## src/tfa_pkg.sv

```systemverilog
// Package for the tagged fixnum ALU: widths, operation codes, cell bus type.
// No dependencies. Imported by every module of the block.
`default_nettype none
package tfa_pkg;
    localparam int TAG_BITS  = 3;
    localparam int DATA_W    = 64;
    localparam int PAY_W     = DATA_W - TAG_BITS;
    localparam int NUM_CELLS = PAY_W;
    localparam int CMD_W     = 3;
    localparam int S_FIELDS_W = CMD_W + 2 * DATA_W;
    localparam int S_TDATA_W  = ((S_FIELDS_W + 7) / 8) * 8;
    localparam int M_TDATA_W  = ((DATA_W + 1 + 7) / 8) * 8;
    // Tag placed in the low bits of every result word.
    localparam logic [TAG_BITS-1:0] INT_TAG = TAG_BITS'(1);

    localparam logic [CMD_W-1:0] CMD_ADD  = 3'd0;
    localparam logic [CMD_W-1:0] CMD_SUB  = 3'd1;
    localparam logic [CMD_W-1:0] CMD_MUL  = 3'd2;
    localparam logic [CMD_W-1:0] CMD_DIV  = 3'd3;
    localparam logic [CMD_W-1:0] CMD_OR   = 3'd4;
    localparam logic [CMD_W-1:0] CMD_AND  = 3'd5;
    localparam logic [CMD_W-1:0] CMD_ASH  = 3'd6;
    // Unused code; it yields a zero payload.
    localparam logic [CMD_W-1:0] CMD_RSVD = 3'd7;

    // What the cells do with a beat.
    localparam logic [1:0] KIND_PASS = 2'd0;
    localparam logic [1:0] KIND_MUL  = 2'd1;
    localparam logic [1:0] KIND_DIV  = 2'd2;

    typedef struct packed {
        logic             valid;
        logic [1:0]       kind;
        logic             neg;
        logic             dz;
        logic [PAY_W-1:0] x;   // accumulator, remainder or finished result
        logic [PAY_W-1:0] y;   // multiplier or dividend/quotient
        logic [PAY_W-1:0] z;   // multiplicand or divisor
    } t_cell_bus;
endpackage
`default_nettype wire

```

## src/tfa_cell.sv

```systemverilog
// One cell of the chain: one shift-add multiply step, one restoring divide step, or a pass.
// Depends on tfa_pkg. Instantiated NUM_CELLS times by the top level.
`default_nettype none
module tfa_cell (
    input  wire logic          i_clk,
    input  wire logic          i_rst_n,
    input  wire logic          i_en,
    input  tfa_pkg::t_cell_bus i_bus,
    output tfa_pkg::t_cell_bus o_bus
);
    import tfa_pkg::*;

    logic [PAY_W-1:0] trial;
    logic [PAY_W:0]   diff;
    logic             ge;
    t_cell_bus        n_bus, r_bus;

    // One step on the beat held by the previous stage.
    always_comb begin
        n_bus = i_bus;
        trial = {i_bus.x[PAY_W-2:0], i_bus.y[PAY_W-1]};
        diff  = {1'b0, trial} - {1'b0, i_bus.z};
        ge    = ~diff[PAY_W];
        case (i_bus.kind)
            KIND_MUL: begin
                n_bus.x = i_bus.x + (i_bus.y[0] ? i_bus.z : '0);
                n_bus.y = i_bus.y >> 1;
                n_bus.z = i_bus.z << 1;
            end
            KIND_DIV: begin
                n_bus.x = ge ? diff[PAY_W-1:0] : trial;
                n_bus.y = {i_bus.y[PAY_W-2:0], ge};
            end
            default: n_bus = i_bus;
        endcase
    end

    // Cell register; reset clears the whole bus, valid bit included.
    always_ff @(posedge i_clk) begin
        if (!i_rst_n) begin
            r_bus <= '0;
        end else if (i_en) begin
            r_bus <= n_bus;
        end
    end

    assign o_bus = r_bus;
endmodule
`default_nettype wire

```

## config.mk

```make
export PLATFORM = sky130hd
export DESIGN_NAME = tfa_cell
export DESIGN_NICKNAME = d
export VERILOG_FILES = /design/src/tfa_pkg.sv /design/src/tfa_cell.sv
export SDC_FILE = /design/constraint.sdc
export NUM_CORES = 1
export LEC_CHECK = 0
export BUFFER_PORTS_ARGS = -buffer_cell sky130_fd_sc_hd__buf_2
export CAP_MARGIN = 15
export CORE_ASPECT_RATIO = 0.8
export CORE_MARGIN = 2
export CORE_UTILIZATION = 40
export DETAILED_ROUTE_END_ITERATION = 12
export GPL_ROUTABILITY_DRIVEN = 1
export SLEW_MARGIN = 20
export SYNTH_ARGS = -nofsm -noshare
export SYNTH_HDL_FRONTEND = slang
export SYNTH_SLANG_ARGS = --single-unit
```

## constraint.sdc

```tcl
create_clock -name i_clk -period 6.2 [get_ports i_clk]
set_clock_uncertainty 0.05 [all_clocks]
set_input_delay 0.31 -clock i_clk [delete_from_list [all_inputs] [get_ports i_clk]]
set_output_delay 0.31 -clock i_clk [all_outputs]
set_load 0.02 [all_outputs]
```

# Yosys cells after proc, flatten, opt, wreduce, memory -nomap -nowiden
# Cells that the tools add are included.
# word_totals
ff_bits	188
inputBits	191
output_inout_bits	188
elab_cells	16
# op_classes
addsub	2
eq_ne	2
mux	4
bitwise	1
# op_table
op	n
$pmux 122 s2	1
$mux 61	3
$sub 61x61->62	1
$add 61x61->61	1
$eq 2x1->1 const B	1
$eq 2x2->1 const B	1
$not 1->1	1

# Logic depth before layout (Yosys ltp)
# logic_depth
ltp_word	3
mapped_depth	17
ltp_nobuf	15

# Least setup slack after synthesis
# Ideal clock, no wire load.
# synth_path
path_kind	input to register
start	in i_bus[61] (netlist bit)
end	reg r_bus (netlist bit o_bus[181])
setup_ns	0.079
t_arrival_ns	3.511
t_required_ns	6.071
setup_slack_ns	2.560
cell_stages	14
n_path_buf	3
path_cell_list	clkbuf_1 -> clkbuf_1 -> and2_1 -> ha_1 -> clkbuf_2 -> and4_1 -> nand4_1 -> o41ai_2 -> o31ai_2 -> o41ai_2 -> a31oi_1 -> nor3_1 -> mux2_2 -> o211ai_1
# synth_via
elab_chain_len	3
# synth_rtl
item	line_no	source
start, declared	tfa_cell.sv:8	input tfa_pkg::t_cell_bus i_bus,
$mux 61	tfa_cell.sv:26	n_bus.x = i_bus.x + (i_bus.y[0] ? i_bus.z : '0);
$add 61x61->61	tfa_cell.sv:26	
$pmux 122 s2	tfa_cell.sv:24	case (i_bus.kind)
end signal, assigned	tfa_cell.sv:43	r_bus <= n_bus;
end, declared	tfa_cell.sv:16	t_cell_bus n_bus, r_bus;
# No other way between the ends.
# A chain may end at the register's enable or synchronous reset.

# Final worst setup path
# layout_path
start	in i_bus[61] (netlist bit)
end	reg r_bus (netlist bit o_bus[182])
# The elaborated chain is that of the path after synthesis.

==> results by group <==
Status
  – Status: complete, no violations

Critical path
  – Slowest cell on crit path: buf_4
  – Crit path DAT: 4.61 ns
  – Largest stage delay, worst path: 0.49 ns
  – CP endpoint kind: register
  – Critical path peak fanout: 34
  – Setup crit start kind: primary input
  – Setup CP Type: in2reg
  – CP most frequent cell: a21oi_1
  – CP Cell Sequence: buf_2, buf_4, and2_1, ha_1, a21oi_1, o21ai_0, a21oi_1, o221ai_1, a221o_1, a31oi_1, o21ai_1, a41oi_1, mux2i_1, a2111oi_1, a21oi_1
  – Worst path required time: 6.54 ns

Drt
  – Post-Route M1 WL: 31,700 um
  – Avg WL per Cell: 21.9 um
  – Routed vias: 19,400
  – Vias per cell: 6.10
  – Final ANT Viol Nets: 0
  – Number of DRC markers in iteration 0: 1,638
  – Top Layer Used: met4
  – Total wire length: 69,700 um
  – First-pass DRT Iterations: 6
  – Remaining DRCs: 0
  – Met3 wire length: 5810 um
  – DR WL met2: 30,100 um

Layout
  – Fillers: 4,441
  – Max FFs per register: 188
  – Storage element area: 0.00376 mm^2
  – Final Non-Filler Cells: 3,181
  – Share of cells above drive strength 1: 17.6%
  – P&R area growth vs syn: 15.3%
  – Multi-input logic area: 0.0125 mm^2
  – Final net count: 2,921

Die
  – Die Wd: 237 um
  – Std cell rows: 68
  – Die Area: 0.0451 mm^2
  – Area of the core: 0.0431 mm^2
  – Initial Util: 40.4%
  – Top Ports: 379
  – Die height: 190 um

Clock network
  – Resized Gates After CTS: 0
  – Clock transition at path regs: 0.09 ns
  – Clock tree sinks: 188
  – Post-CTS Setup Inserts: 0
  – Post-CTS Hold Fix Bufs: 0
  – Num CTS Buffers: 17
  – Clk Latency, worst-skew pair: 0.50 ns
  – CTS root buffer: clkbuf_16
  – Clock buffer depth: 2
  – H-Tree Depth: 4
  – CTS tree: done

Place
  – Detailed placement HPWL: 52,200 um
  – Port bufs: 378
  – Dpl ws: 1.50 ns
  – Placer congestion estimate: 0.964
  – Placed insts: 3,146

Yosys
  – Mean Syn Cell Area: 7.29 um^2
  – Mapped Cells: 2,383
  – Warning count from the yosys run: 0
  – Top post-synthesis cells by area: dfxtp_1 22%, ha_1 8.9%, a21oi_1 6.5%
  – Sequential share of the synthesized area: 21.7%
  – Simple-Gate Fraction of Synth Area: 20.4%
  – Cell taking the most area after synthesis: dfxtp_1
  – Mapped Area: 0.0174 mm^2
  – Largest family of logic cells by synthesized area: compound AO/OA/AOI/OAI gates
  – Mux cell area share after synthesis: 0.698%
  – Commonest cells in the netlist: 239 x nand2_1, 226 x a21oi_1, 188 x dfxtp_1, 178 x o21ai_0, 177 x clkbuf_1
  – Flops & latches, synth: 188
  – Synth top area share: 21.7%
  – Synth cell types: 79
  – Synth Area in Compound Gates: 36.1%
  – Synth Area in XOR/XNOR: 5.14%
  – Adder-Cell Fraction of Synth Area: 9.08%
  – Number of synthesized flops with an enable pin: 0
  – Asr flop ratio synth: 0%
  – Syn_nets: 2,699
  – Main flop type after synthesis: dfxtp_1
  – Top-count cell post-synth: nand2_1

STA
  – RSZ-0062 raised after global routing: no
  – Final Hold Viols: 0
  – Final period util: 68.9%
  – Slew margin rel.: 25.6%
  – Total Neg Setup Slack: 0 ns
  – Setup violators final: 0
  – Final Critical Period: 4.27 ns
  – FMAX: 0.234 GHz
  – Worst Tran Pin Value: 1.12 ns
  – Max-slew violations: 0
  – Fin worst setup slack: 1.93 ns

Global routing
  – First-pass GRT wire length: 105,000 um
  – Total gr overflow: 0
  – Initial antenna violation count: 3
  – Total GRT Usage: 29.8%
  – Vias in the first global route: 18,000
  – Largest net degree at the start of global routing: 92

Power
  – Pwr dens: 215 mW/mm^2
  – Worst vdd ir: 0.230 mV
  – Leak: 9.32 nW

Min path
  – HP Class: in2reg

Run
  – Max Cap Viol: 0
==> critical path: cells and delay by family <==
| kind | cells | cell delay [ns] |
|---|---|---|
| and+or+nand+nor | 1 | 0.20 |
| AOI/OAI and AO/OA | 10 | 2.67 |
| buffers and inverters | 2 | 0.97 |
| adders and majority gates | 1 | 0.30 |
| muxes | 1 | 0.13 |
==> through the flow <==
stage	area (um^2)	total power, mW	util [%]	hold slack (ns)
after floorplan	17400	2.52	-	0.409
after global placement	19400	3.06	45.1	0.391
after detailed placement	19400	3.07	45.1	0.392
after CTS	20000	4.31	46.5	0.000220
after global routing	20000	4.54	46.5	0.0258
final	20000	4.31	46.5	0.00812
==> area by class of cell <==
type	count	share of cell area [%]
inverters	118	2.22
clock buffers	17	2.12
multi-input cells	1884	62.1
repair buffers	396	10.2
clock inverters	15	1.02
diodes	3	0.0375
flip-flops and latches	188	18.8
well taps	560	3.50
==> path summary, 6_finish.rpt <==
kind                                         startpoint                 endpoint  slack, ns  cells past startpoint
worst max register to register  o_bus[182]$_SDFFE_PN0P_  o_bus[182]$_SDFFE_PN0P_       4.68                      6
worst min register to register  o_bus[157]$_SDFFE_PN0P_  o_bus[157]$_SDFFE_PN0P_       0.40                      2
worst min-delay path                         i_bus[184]  o_bus[184]$_SDFFE_PN0P_      0.008                      3
worst max-delay path                          i_bus[61]  o_bus[182]$_SDFFE_PN0P_       1.93                     15
==> cell families after synthesis <==
family	count (synthesis)
flops	188
compound gates	913
buf+inv	311
xor+xnor	102
mux	12
simple gates	732
fa+ha+maj	125
==> layout by cell type, fill, tap and decap left out, drive strengths merged, types with 64 or more instances in the layout <==
| cell type | Yosys | routed |
|---|---|---|
| ha | 123 | 123 |
| nor2 | 133 | 133 |
| a21oi | 227 | 227 |
| xnor2 | 64 | 64 |
| inv | 117 | 127 |
| o21ai | 193 | 193 |
| buf | 14 | 396 |
| dfxtp | 188 | 188 |
| a221oi | 109 | 109 |
| nor2b | 74 | 74 |
| o211ai | 75 | 75 |
| nand2 | 239 | 239 |
| and2 | 74 | 74 |
| nor3 | 78 | 78 |
==> layer usage <==
| layer | vias to the layer above | global-route usage [%] |
|---|---|---|
| li1 | 9249 | - |
| met1 | 9213 | 41.4 |
| met2 | 825 | 45.4 |
| met3 | 115 | 6.27 |
| met4 | 0 | 10.6 |
| met5 | - | 0 |
==> power breakdown <==
| part | internal [mW] | switching, mW | total (mW) |
|---|---|---|---|
| sequential | 1.30 | 0.0544 | 1.36 |
| clock | 0.592 | 0.643 | 1.23 |
| combinational | 0.611 | 1.11 | 1.72 |
(Power assumes the default switching activity.)
